File: src/hw/rtl/ofs_pkg.sv
`default_nettype none

package ofs_pkg;

	localparam int unsigned CFG_INDEX_W = 3;
	localparam int unsigned CFG_DATA_W  = 64;

	typedef enum logic [CFG_INDEX_W-1:0] {
		REG_MESSAGE_WORD   = 3'd0,
		REG_TICKS_PER_BIT  = 3'd1,
		REG_PREAMBLE_BYTE  = 3'd2,
		REG_PREAMBLE_COUNT = 3'd3,
		REG_START_BYTE     = 3'd4,
		REG_END_BYTE       = 3'd5
	} cfg_index_t;

	localparam logic [63:0] RST_MESSAGE_WORD   = 64'h0;
	localparam logic [15:0] RST_TICKS_PER_BIT  = 16'd13;
	localparam logic [7:0]  RST_PREAMBLE_BYTE  = 8'hAA;
	localparam logic [3:0]  RST_PREAMBLE_COUNT = 4'd2;
	localparam logic [7:0]  RST_START_BYTE     = 8'hAA;
	localparam logic [7:0]  RST_END_BYTE       = 8'h55;

	typedef struct packed {
		logic [63:0] message_word;
		logic [15:0] ticks_per_bit;
		logic [7:0]  preamble_byte;
		logic [3:0]  preamble_count;
		logic [7:0]  start_byte;
		logic [7:0]  end_byte;
	} cfg_t;

	typedef struct packed {
		logic       line_level;
		logic       bit_start;
		logic       frame_end;
		logic [7:0] frame_position;
	} res_t;

endpackage

`default_nettype wire

File: src/hw/rtl/ook_frame_serializer.sv
// pipeline: an accepted request is held in the input register, and its result is offered from the result register
// throughput: one request per cycle while the output is not stalled; the tick counter and bit position
// update in a single pass from the input register to the result register
// reset: asynchronous, active low; clears the frame position, the held line
// level and the valid flags of both pipeline registers, and loads the
// register reset values
`default_nettype none

module ook_frame_serializer #(
	parameter int unsigned MESSAGE_BYTES = 8
) (
	input  logic                             clk,
	input  logic                             arst_n,
	input  logic                             cfg_write,
	input  logic [ofs_pkg::CFG_INDEX_W-1:0]  cfg_index,
	input  logic [ofs_pkg::CFG_DATA_W-1:0]   cfg_data,
	input  logic                             in_valid,
	output logic                             in_stall,
	input  logic                             enable,
	output logic                             out_valid,
	input  logic                             out_stall,
	output logic                             line_level,
	output logic                             bit_start,
	output logic                             frame_end,
	output logic [7:0]                       frame_position
);
	import ofs_pkg::*;

	cfg_t cfg;
	res_t res;
	res_t res_s2;
	logic valid_s1;
	logic enable_s1;
	logic valid_s2;
	logic advance;
	logic in_take;

	ofs_cfg_regs u_cfg (
		.clk       (clk),
		.arst_n    (arst_n),
		.cfg_write (cfg_write),
		.cfg_index (cfg_index),
		.cfg_data  (cfg_data),
		.cfg       (cfg)
	);

	ofs_bit_engine #(
		.MESSAGE_BYTES (MESSAGE_BYTES)
	) u_engine (
		.clk    (clk),
		.arst_n (arst_n),
		.cfg    (cfg),
		.step   (advance),
		.enable (enable_s1),
		.res    (res)
	);

	// the input register moves on when the result register is free or emptying
	assign advance  = valid_s1 && (!valid_s2 || !out_stall);
	assign in_stall = valid_s1 && !advance;
	assign in_take  = in_valid && !in_stall;

	always_ff @(posedge clk or negedge arst_n) begin
		if (!arst_n) begin
			valid_s1 <= 1'b0;
		end else if (in_take) begin
			valid_s1 <= 1'b1;
		end else if (advance) begin
			valid_s1 <= 1'b0;
		end
	end

	always_ff @(posedge clk) begin
		if (in_take) begin
			enable_s1 <= enable;
		end
	end

	always_ff @(posedge clk or negedge arst_n) begin
		if (!arst_n) begin
			valid_s2 <= 1'b0;
		end else if (advance) begin
			valid_s2 <= 1'b1;
		end else if (!out_stall) begin
			valid_s2 <= 1'b0;
		end
	end

	always_ff @(posedge clk) begin
		if (advance) begin
			res_s2 <= res;
		end
	end

	assign out_valid      = valid_s2;
	assign line_level     = res_s2.line_level;
	assign bit_start      = res_s2.bit_start;
	assign frame_end      = res_s2.frame_end;
	assign frame_position = res_s2.frame_position;

endmodule

`default_nettype wire

File: src/hw/rtl/ofs_cfg_regs.sv
`default_nettype none

module ofs_cfg_regs (
	input  logic                               clk,
	input  logic                               arst_n,
	input  logic                               cfg_write,
	input  logic [ofs_pkg::CFG_INDEX_W-1:0]    cfg_index,
	input  logic [ofs_pkg::CFG_DATA_W-1:0]     cfg_data,
	output ofs_pkg::cfg_t                      cfg
);
	import ofs_pkg::*;

	cfg_t cfg_q;

	always_ff @(posedge clk or negedge arst_n) begin
		if (!arst_n) begin
			cfg_q.message_word   <= RST_MESSAGE_WORD;
			cfg_q.ticks_per_bit  <= RST_TICKS_PER_BIT;
			cfg_q.preamble_byte  <= RST_PREAMBLE_BYTE;
			cfg_q.preamble_count <= RST_PREAMBLE_COUNT;
			cfg_q.start_byte     <= RST_START_BYTE;
			cfg_q.end_byte       <= RST_END_BYTE;
		end else if (cfg_write) begin
			// indexes past the register list are dropped
			unique case (cfg_index_t'(cfg_index))
				REG_MESSAGE_WORD:   cfg_q.message_word   <= cfg_data;
				REG_TICKS_PER_BIT:  cfg_q.ticks_per_bit  <= cfg_data[15:0];
				REG_PREAMBLE_BYTE:  cfg_q.preamble_byte  <= cfg_data[7:0];
				REG_PREAMBLE_COUNT: cfg_q.preamble_count <= cfg_data[3:0];
				REG_START_BYTE:     cfg_q.start_byte     <= cfg_data[7:0];
				REG_END_BYTE:       cfg_q.end_byte       <= cfg_data[7:0];
				default: ;
			endcase
		end
	end

	assign cfg = cfg_q;

endmodule

`default_nettype wire

File: src/hw/rtl/ofs_bit_engine.sv
`default_nettype none

module ofs_bit_engine #(
	parameter int unsigned MESSAGE_BYTES = 8
) (
	input  logic           clk,
	input  logic           arst_n,
	input  ofs_pkg::cfg_t  cfg,
	input  logic           step,
	input  logic           enable,
	output ofs_pkg::res_t  res
);
	import ofs_pkg::*;

	localparam logic [4:0] MSG_BYTES = 5'(MESSAGE_BYTES);

	logic [15:0] tick_q;
	logic [2:0]  bit_q;
	logic [4:0]  byte_q;
	logic        level_q;

	logic [4:0]  last_byte;
	logic        wrap;
	logic [15:0] tick_e;
	logic [2:0]  bit_e;
	logic [4:0]  byte_e;
	logic [15:0] limit;
	logic        first_tick;
	logic [4:0]  msg_off;
	logic [7:0]  cur_byte;
	logic        level_n;
	logic [15:0] tick_inc;
	logic        bit_done;
	logic        frame_done;
	logic [15:0] tick_n;
	logic [2:0]  bit_n;
	logic [4:0]  byte_n;

	always_comb begin
		last_byte = {1'b0, cfg.preamble_count} + 5'd1 + MSG_BYTES;
		// position left past the end byte after a smaller preamble count
		wrap   = byte_q > last_byte;
		tick_e = wrap ? 16'd0 : tick_q;
		bit_e  = wrap ? 3'd0 : bit_q;
		byte_e = wrap ? 5'd0 : byte_q;
		limit  = (cfg.ticks_per_bit == 16'd0) ? 16'd1 : cfg.ticks_per_bit;

		msg_off = byte_e - {1'b0, cfg.preamble_count} - 5'd1;
		priority if (byte_e < {1'b0, cfg.preamble_count}) begin
			cur_byte = cfg.preamble_byte;
		end else if (byte_e == {1'b0, cfg.preamble_count}) begin
			cur_byte = cfg.start_byte;
		end else if (byte_e < last_byte) begin
			cur_byte = cfg.message_word[{msg_off[2:0], 3'b000} +: 8];
		end else begin
			cur_byte = cfg.end_byte;
		end

		first_tick = tick_e == 16'd0;
		level_n    = first_tick ? cur_byte[bit_e] : level_q;

		tick_inc = tick_e + 16'd1;
		bit_done = (tick_inc >= limit) || (tick_inc == 16'd0);

		tick_n     = bit_done ? 16'd0 : tick_inc;
		bit_n      = bit_e;
		byte_n     = byte_e;
		frame_done = 1'b0;
		if (bit_done) begin
			bit_n = bit_e + 3'd1;
			if (bit_e == 3'd7) begin
				if (byte_e >= last_byte) begin
					byte_n     = 5'd0;
					frame_done = 1'b1;
				end else begin
					byte_n = byte_e + 5'd1;
				end
			end
		end

		if (enable) begin
			res.line_level     = level_n;
			res.bit_start      = first_tick;
			res.frame_end      = frame_done;
			res.frame_position = {byte_e, bit_e};
		end else begin
			res.line_level     = level_q;
			res.bit_start      = 1'b0;
			res.frame_end      = 1'b0;
			res.frame_position = {byte_q, bit_q};
		end
	end

	always_ff @(posedge clk or negedge arst_n) begin
		if (!arst_n) begin
			tick_q  <= '0;
			bit_q   <= '0;
			byte_q  <= '0;
			level_q <= 1'b0;
		end else if (step && enable) begin
			tick_q  <= tick_n;
			bit_q   <= bit_n;
			byte_q  <= byte_n;
			level_q <= level_n;
		end
	end

endmodule

`default_nettype wire

File: config.mk
export PLATFORM = sky130hd
export DESIGN_NAME = ook_frame_serializer
export DESIGN_NICKNAME = d
export VERILOG_FILES = /design/src/hw/rtl/ofs_pkg.sv /design/src/hw/rtl/ook_frame_serializer.sv /design/src/hw/rtl/ofs_cfg_regs.sv /design/src/hw/rtl/ofs_bit_engine.sv
export SDC_FILE = /design/constraint.sdc
export NUM_CORES = 1
export LEC_CHECK = 0
export BUFFER_PORTS_ARGS = -buffer_cell sky130_fd_sc_hd__buf_2
export CORE_MARGIN = 8
export CORE_UTILIZATION = 35
export DETAILED_ROUTE_END_ITERATION = 10
export PLACE_DENSITY = 0.59
export SETUP_SLACK_MARGIN = 0.5
export SLEW_MARGIN = 10
export SYNTH_ARGS = -nofsm -noshare
export SYNTH_HDL_FRONTEND = slang
export SYNTH_SLANG_ARGS = --single-unit
File: constraint.sdc
create_clock -name clk -period 10.9 [get_ports clk]
set_input_delay 0.545 -clock clk [delete_from_list [all_inputs] [get_ports clk]]
set_output_delay 0.545 -clock clk [all_outputs]
set_load 0.01 [all_outputs]
Word level (Yosys, flattened, before mapping):

Index checks and enable logic that the tools add are counted.

* bits in registers: 147
* bits of input ports: 73
* output and inout bits: 13
* logic and storage cells: 84

* add/sub/neg operators: 7
* magnitude comparators: 6
* equal/unequal tests: 8
* shift-type cells: 1
* mux-type cells: 23
* reduce and logical (&&, ||, !) cells: 22

Operator list (count)
* $shiftx 64x7->8: 1
* $logic_not 16->1: 3
* $mux 16: 3
* $mux 8: 3
* $mux 5: 4
* $add 16x1->16 const B: 1
* $ge 16x16->1: 1
* $reduce_and 2->1: 6
* $mux 11: 1
* $eq 3x3->1 const B: 3
* $mux 1: 9
* $eq 3x2->1 const B: 2
* $mux 3: 2
* $add 4x1->5 const B: 1
* $add 5x1->5 const B: 1
* $add 5x4->5 const B: 1
* $eq 5x4->1: 1
* $ge 5x5->1: 1
* $gt 5x5->1: 1
* $lt 5x4->1: 1
* $lt 5x5->1: 1
* $logic_and 1x1->1: 4
* $logic_not 1->1: 4
* $lt 3x4->1 const B: 1
* 10 further kinds: 11

Longest topological paths before layout:

Gate-level depths: netlist (run 1).

* depth after elaboration: 14
* mapped depth: 25
* gate-level depth less buffers: 22

Modules after synthesis:

Synthesis (run 1) repeated with hierarchy kept, for this count alone.

* cells, all modules: 718
* area total of the unflattened synthesis: 8638.3 µm²

Modules (own cells, without submodules)
* ofs_cfg_regs: times used 1, cells each 233, area an instance 4433.0 µm², seq. area each 2722.6 µm²
* ofs_bit_engine: times used 1, cells each 465, area an instance 3752.3 µm², seq. area each 625.6 µm²
* ook_frame_serializer: times used 1, cells each 20, area an instance 452.9 µm², seq. area each 410.4 µm²

Least setup slack after synthesis (run 1):

OpenSTA, ideal clock, no wires.

* kind: register to register
* from: register u_cfg.cfg_q, in the netlist u_cfg.cfg[17]
* to: register u_engine.byte_q[4]
* library setup time: 0.118 ns
* arrival time: 4.981 ns
* required time: 10.782 ns
* setup slack: 5.801 ns
* cell stages (with the launch flop): 24
* buffers on the path: 2
* clock period less this slack: 5.099 ns
* cell sequence: dfstp_2 -> ha_1 -> xnor2_1 -> ha_1 -> a211oi_1 -> o221ai_1 -> nand2_1 -> clkbuf_1 -> nand2_1 -> inv_1 -> ha_1 -> nand4_1 -> or3_1 -> clkbuf_1 -> nor2_1 -> xnor2_1 -> nor2_1 -> ha_1 -> nand4_1 -> a211oi_1 -> a21oi_1 -> a32o_2 -> o311a_1 -> a21o_1

* word-level cells in the longest chain between the ends: 8
* elaborated cells on any way between the ends: 16
* classes of those cells: add/sub: 4; order compare: 3; eq/ne: 1; mux: 6; reduce/logical: 2

Ends and longest elaborated chain
* start, declared: line ofs_cfg_regs.sv:13 `cfg_t cfg_q;`
* $add 4x1->5 (*): line ofs_bit_engine.sv:40 `last_byte = {1'b0, cfg.preamble_count} + 5'd1 + MSG_BYTES;`
* $add 5x4->5 (*): line ofs_bit_engine.sv:40
* $gt 5x5->1: line ofs_bit_engine.sv:42 `wrap = byte_q > last_byte;`
* $mux 16 / $mux 5 (equally long branches): line ofs_bit_engine.sv:43, ofs_bit_engine.sv:45
* $add 16x1->16 (tied with other cells): line ofs_bit_engine.sv:62 `tick_inc = tick_e + 16'd1;`
* $ge 16x16->1 (tied with other cells): line ofs_bit_engine.sv:63 `bit_done = (tick_inc >= limit) || (tick_inc == 16'd0);`
* $logic_or 1x1->1 / $mux 5 (equally long branches): line ofs_bit_engine.sv:63, ofs_bit_engine.sv:71
* $mux 5 (*): line ofs_bit_engine.sv:69 `if (bit_done) begin`
* end signal, assigned: line ofs_bit_engine.sv:103 `byte_q <= byte_n;`
* end, declared: line ofs_bit_engine.sv:19 `logic [4:0] byte_q;`

Every way passes the cells marked *; elsewhere a longest branch is shown, timed or not.
A chain may end at the register's enable or synchronous reset.

==> results of run 1 <==
[synth_stat cells, drive strengths merged (4+ instances only)]
library cell and count:
mux4 16, clkbuf 25, nand2 71, nor4 5
inv 37, and2 18, a21o 8, xnor2 12
o21ai 34, xor2 6, nor2b 5, mux2i 10
dfstp 16, nor2 35, o21a 8, edfxtp 12
mux2 98, nand2b 7, buf 13, dfrtp 119
nand3 25, nor3 15, and3 4, o211ai 8
a21oi 16, ha 39, nand4 11
[worst max-delay path by stage]
stage,startpoint,end,slack (ns),depth (start not counted)
floorplan,u_cfg.cfg[17]$_DFFE_PN1P_,u_engine.byte_q[4]$_DFFE_PN0P_,5.80,23
global placement,u_cfg.cfg[17]$_DFFE_PN1P_,line_level$_DFFE_PP_,5.14,19
detailed placement,u_cfg.cfg[17]$_DFFE_PN1P_,line_level$_DFFE_PP_,4.98,19
CTS,u_cfg.cfg[17]$_DFFE_PN1P_,line_level$_DFFE_PP_,4.99,19
global route,u_cfg.cfg[17]$_DFFE_PN1P_,line_level$_DFFE_PP_,4.55,19
finish,u_cfg.cfg[17]$_DFFE_PN1P_,line_level$_DFFE_PP_,5.02,19
[sequential cells by signal (all words and copies together), names as in the netlist]
name,cells
u_engine.bit_q,3
enable_s1,1
u_engine.tick_q,16
out_valid,1
u_engine.byte_q,5
frame_end,1
line_level,1
u_cfg.cfg,108
valid_s1,1
frame_position,8
u_engine.level_q,1
bit_start,1
[per-layer routing]
layer	global-route usage (%)	wire length [µm]	vias to the layer above
met5	0	0	-
met4	4.66	375	0
met3	3.45	937	27
met2	22.4	9210	129
met1	20.1	9500	2945
li1	-	-	2799
[layout by cell type (no fill, tap or decap), types with 7 or more instances in the layout]
master and instances:
xnor2_1 12, a21o_1 8, nor3_1 12, and2_1 18
clkbuf_16 17, mux2i_1 10, nor2_1 34, edfxtp_1 12
mux4_2 16, nand4_1 10, dfstp_2 16, buf_2 84
nand3_1 25, o211ai_1 8, inv_1 37, dfrtp_1 119
o21ai_0 33, nand2_1 71, ha_1 39, o21a_1 8
mux2_2 98, nand2b_1 7, a21oi_1 15
[worst max-delay path: stages (launching register included)]
cell       delay, ns
dfstp_2         0.57
ha_1            0.19
xnor2_1         0.16
ha_1            0.29
a211oi_1        0.29
o221ai_1        0.19
nand2_1         0.40
nand2_1         0.23
inv_1           0.12
ha_1            0.15
inv_1           0.05
fa_1            1.11
mux4_2          0.43
mux2i_1         0.25
nand4_1         0.12
o21ai_0         0.12
o22ai_1         0.12
a2111oi_0       0.37
a2111oi_0       0.20
mux2_2          0.29
[kinds of logic after synthesis]
logic type / share of synthesized area (%)
compound gates: 9.63
simple gates: 13.0
buf+inv: 3.81
flops: 46.2
xor+xnor: 1.94
mux: 19.2
fa+ha+maj: 6.24
[per-stage QoR]
| step | cells | hold WS, ns | setup WS, ns |
|---|---|---|---|
| after global routing | 1137 | 0.216 | 4.55 |
| after detailed placement | 1105 | 0.492 | 4.98 |
| after floorplan | 733 | 0.249 | 5.80 |
| after global placement | 1105 | 0.484 | 5.14 |
| final | 1137 | 0.157 | 5.02 |
| after CTS | 1137 | 0.192 | 4.99 |
[report_power, final]
part           internal, µW  switching, µW
Clock                   306            255
Sequential              671           78.8
Combinational           269            295
[cell type report]
| class | count | area share [%] |
|---|---|---|
| Inverter | 38 | 1.51 |
| Clock buffer | 18 | 4.66 |
| Multi-Input combinational cell | 510 | 43.3 |
| Tap cell | 319 | 4.24 |
| Clock inverter | 14 | 1.30 |
| Sequential cell | 147 | 39.9 |
| Timing Repair Buffer | 91 | 5.06 |
==> flow_summary_export.csv, run 1 <==
group,metric,value,unit
run_status,status,"complete, no violations",
clock_tree,clk_path_buf_depth,2,
timing,rsz0062_at_grt,"no",
global_route,grt_pass1_vias,5951,
final_layout,multi_input_area,4090,µm²
routing,antenna_left,0,
timing,setup_tns,0,ns
die,die_h,169,µm
routing,routed_wl,20000,µm
global_route,antenna_found_initial,0,
pwr,total_power,1870,µW
die,start_util,35.1,%
timing,finalHoldViolCount,0,
pwr,leakage,0.00412,µW
die,rows,56,
timing,max_freq,0.170,GHz
clock_tree,cts-root-buf,"clkbuf_16",
placed_design,port-buffer-count,85,
global_route,overflow,0,
die,die_w,169,µm
critical_path,ff2ff_path_depth,19,
timing,setup_viol,0,
critical_path,end_kind,"flop",
die,dieArea,28400,µm²
timing,skew,0.00882,ns
pwr,vdd_drop_max,0.000108,V
flow_run,cap_violations,0,
die,num_io_pins,86,
critical_path,path_max_fanout,16,
logic_synthesis,synth_ff_type,"dfrtp_1",
logic_synthesis,yosys-top-cells-area,"dfrtp_1, mux2_2, ha_1",
clock_tree,cts_resized,0,
logic_synthesis,ys_ff_latch,147,
logic_synthesis,syn_nets,846,
pwr,powerDensity,199,nW/µm²
timing,period_needed,5.88,ns
routing,drc,0,
placed_design,dp_hpwl,14800,µm
final_layout,antenna_cells,0,
clock_tree,cts.sinks,147,
clock_tree,path_clk_slew,0.07,ns
final_layout,fill_cells,2224,
logic_synthesis,netlist_area,8140,µm²
critical_path,regToRegStartpoint,"u_cfg.cfg[17]$_DFFE_PN1P_",
critical_path,start_kind,"flop",
clock_tree,holdBufCountCts,0,
timing,slew_violations,0,
global_route,grt_max_degree,78,
global_route,grt_first_pass_wirelength,32800,µm
routing,via_per_inst,5.19,
worst_hold_path,hold_path.class,"primary input to async pin",
logic_synthesis,yosysUniqueCellTypes,66,
global_route,grt.total_usage,14.6,%
clock_tree,postCtsSetupBuffers,0,
die,coreArea,23200,µm²
logic_synthesis,netlist.area_leader.share,36.6,%
final_layout,seq_area,3760,µm²
routing,wire_per_inst,17.6,µm
placed_design,placed_cell_area,8860,µm²
clock_tree,cts_tree,"done",
final_layout,final_area,9420,µm²
clock_tree,numCtsBuffers,17,
clock_tree,htree_num_levels,4,
logic_synthesis,synth-async-reset-ratio,91.8,%
clock_tree,clock_latency,0.42,ns
routing,dr.pass1.iters,5,
routing,drt_iter0_drc,341,
placed_design,place.gp.congestion,0.774,
timing,relSlewSlack,19.3,%
logic_synthesis,yosysWarningCount,0,
logic_synthesis,avgSynthCellArea,11.1,µm²
logic_synthesis,synth_largest_area_cell,"dfrtp_1",
routing,dr_total_vias,5900,
final_layout,area_growth,15.7,%
logic_synthesis,ys_seq_area_share,46.2,%
final_layout,drive_above_1_share,32.3,%
critical_path,crit_type,"flop to flop",
critical_path,arrival,6.05,ns
final_layout,final_util,40.6,%
critical_path,rr_endpoint,"line_level$_DFFE_PP_",
timing,worst_pin_slew,1.21,ns
final_layout,final_nets,918,
critical_path,crit_required,11.07,ns
critical_path,r2r_slack,5.02,ns
logic_synthesis,syn_inst,733,
logic_synthesis,synth_edf_count,12,
timing,fin_crit_sh,53.9,%
Note: power is estimated with default switching activity, not from simulation.
==> run 2: changes to the inputs <==
--- a/config.mk
+++ b/config.mk
@@ -9,7 +9,7 @@
 export CORE_MARGIN = 8
 export CORE_UTILIZATION = 35
 export DETAILED_ROUTE_END_ITERATION = 10
-export PLACE_DENSITY = 0.59
+export PLACE_DENSITY = 0.61
 export SETUP_SLACK_MARGIN = 0.5
 export SLEW_MARGIN = 10
 export SYNTH_ARGS = -nofsm -noshare
==> constraint.sdc (replaced) <==
create_clock -name clk -period 4.7 [get_ports clk]
set_input_delay 0.235 -clock clk [delete_from_list [all_inputs] [get_ports clk]]
set_output_delay 0.235 -clock clk [all_outputs]
set_load 0.01 [all_outputs]
==> flow_summary_export.csv, run 2 (synthesized netlist as in run 1, its figures left out) <==
group,metric,value,unit
run_status,status,"complete, no violations",
clock_tree,clk_path_buf_depth,2,
placed_design,placed_cell_area,9200,µm²
final_layout,layout_common_cells,"dfrtp_1, mux2_2, buf_2",
pwr,vdd_drop_max,0.000245,V
worst_hold_path,hold_path_depth,2,
critical_path,crit_type,"flop to flop",
routing,wire_per_inst,17.7,µm
placed_design,dp_cells,1137,
die,die_h,169,µm
timing,slew_violations,0,
timing,rsz0062_at_grt,"yes",
die,num_io_pins,86,
critical_path,rr_endpoint,"u_engine.byte_q[4]$_DFFE_PN0P_",
timing,period_needed,4.67,ns
final_layout,antenna_cells,0,
placed_design,port-buffer-count,85,
routing,antenna_left,0,
critical_path,regToRegStartpoint,"u_cfg.cfg[17]$_DFFE_PN1P_",
critical_path,r2r_slack,0.03,ns
timing,relSlewSlack,33.2,%
critical_path,start_kind,"flop",
die,dieArea,28400,µm²
placed_design,post-place-ws,-0.119,ns
critical_path,crit_buf_inv,2,
pwr,powerDensity,459,nW/µm²
timing,skew,0.0135,ns
global_route,grt_first_pass_wirelength,34200,µm
final_layout,final_area,10100,µm²
timing,fin_crit_sh,99.3,%
critical_path,ff2ff_path_depth,22,
global_route,grt_max_degree,103,
clock_tree,cts.sinks,147,
global_route,antenna_found_initial,1,
die,die_w,169,µm
critical_path,cp_cell_sequence,"ha_4, xnor2_2, ha_1, a211oi_2, o221ai_2, nand2_2, buf_6, and2_4, ha_4, nand4_1, or3_4, nor2_4, xnor2_1, nor2_1, ha_1, nand4_1, buf_4, o21ai_4, a21oi_2, a32o_2, o311a_1, a21o_1",
timing,worst_pin_slew,1.00,ns
global_route,grt.total_usage,15.2,%
clock_tree,htree_num_levels,4,
clock_tree,cts_tree,"done",
global_route,overflow,0,
final_layout,final_util,43.5,%
timing,max_freq,0.214,GHz
final_layout,mostFrequentLayoutCell,"dfrtp_1",
critical_path,path_max_fanout,7,
die,start_util,35.1,%
critical_path,crit_required,5.01,ns
timing,holdWs,0.0387,ns
placed_design,place.gp.congestion,0.856,
worst_hold_path,hold_start,"cfg_data[29]",
final_layout,final_nets,967,
clock_tree,path_clk_slew,0.07,ns
final_layout,drive_above_1_share,40.5,%
routing,dr_total_vias,6036,
critical_path,cpMaxStageDelayCell,"dfstp_2",
final_layout,area_growth,23.8,%
global_route,grt_pass1_vias,6260,
critical_path,crit_family,"compound AO/OA/AOI/OAI gates",
routing,via_per_inst,5.10,
placed_design,dp_hpwl,15100,µm
timing,setup_viol,0,
clock_tree,cts-root-buf,"clkbuf_16",
critical_path,end_kind,"flop",
final_layout,largest_reg_flops,108,
final_layout,fill_cells,2213,
critical_path,cpPeakStageDelay,0.56,ns
timing,finalHoldViolCount,0,
clock_tree,numCtsBuffers,17,
worst_hold_path,min_to,"u_cfg.cfg[73]$_DFFE_PN0P_",
routing,drc,0,
worst_hold_path,hold_path.class,"primary input to flop",
routing,drt_iter0_drc,269,
clock_tree,clock_latency,0.43,ns
die,coreArea,23200,µm²
routing,routed_wl,20900,µm
pwr,leakage,0.00438,µW
final_layout,final_cells,1184,
flow_run,cap_violations,0,
critical_path,arrival,4.97,ns
die,rows,56,
routing,dr.pass1.iters,4,
timing,setup_slack,0.0343,ns
critical_path,path_depth,22,
==> run 2: cell types whose count changed in the layout (fill, tap and decap cells not counted), moves of 6 or more <==
cell and change:
buf_4 +37, o21ai_0 -10, buf_6 +6, nand3_1 -6
nand3_2 +6
==> run 2: worst max-delay path by stage <==
| stage | from | end | slack (ns) |
|---|---|---|---|
| final | u_cfg.cfg[17]$_DFFE_PN1P_ | u_engine.byte_q[4]$_DFFE_PN0P_ | 0.03 |
| after global routing | u_cfg.cfg[17]$_DFFE_PN1P_ | u_engine.byte_q[3]$_DFFE_PN0P_ | -0.22 |
| after CTS | u_cfg.cfg[17]$_DFFE_PN1P_ | u_engine.byte_q[4]$_DFFE_PN0P_ | 0.1 |
| after detailed placement | u_cfg.cfg[17]$_DFFE_PN1P_ | line_level$_DFFE_PP_ | -0.12 |
| after global placement | u_cfg.cfg[17]$_DFFE_PN1P_ | u_engine.byte_q[4]$_DFFE_PN0P_ | 0.04 |
| after floorplan | u_cfg.cfg[17]$_DFFE_PN1P_ | u_engine.byte_q[4]$_DFFE_PN0P_ | 0.14 |
==> run 2: power breakdown <==
| group | switching (µW) | internal, µW | total, µW |
|---|---|---|---|
| clock | 559 | 679 | 1240 |
| combinational | 802 | 846 | 1650 |
| sequential | 188 | 1560 | 1750 |
==> run 2: what timing repair did <==
item	4_1_cts	5_1_grt
pin swaps	24	10
endpoints found under the setup margin	27	27
endpoints found under the hold margin	35	0
buffers inserted	8	6
resized for setup	40	12
hold buffers	3	0
==> run 2: routing by layer <==
| layer | vias up | wire (µm) | GRT usage [%] |
|---|---|---|---|
| met5 | - | 13 | 0 |
| met4 | 2 | 358 | 5.16 |
| met2 | 108 | 9950 | 24.3 |
| met3 | 25 | 830 | 3.00 |
| met1 | 3009 | 9760 | 20.4 |
| li1 | 2892 | - | - |
==> run 2: metrics by stage <==
step           power, µW  TNS [ns]
6_report            4630         0
5_1_grt             4910     -2.34
4_1_cts             4620         0
3_5_place_dp        3240    -0.762
3_3_place_gp        3220         0
2_1_floorplan       2740         0
==> run 2: layout make-up <==
class	instances	area [µm²]	area share [%]
clock buffers	18	429	4.26
clock inverters	12	98.8	0.980
inverters	38	145	1.44
multi-input cells	510	4350	43.1
flip-flops and latches	147	3760	37.3
well taps	319	399	3.96
repair buffers	140	907	9.00
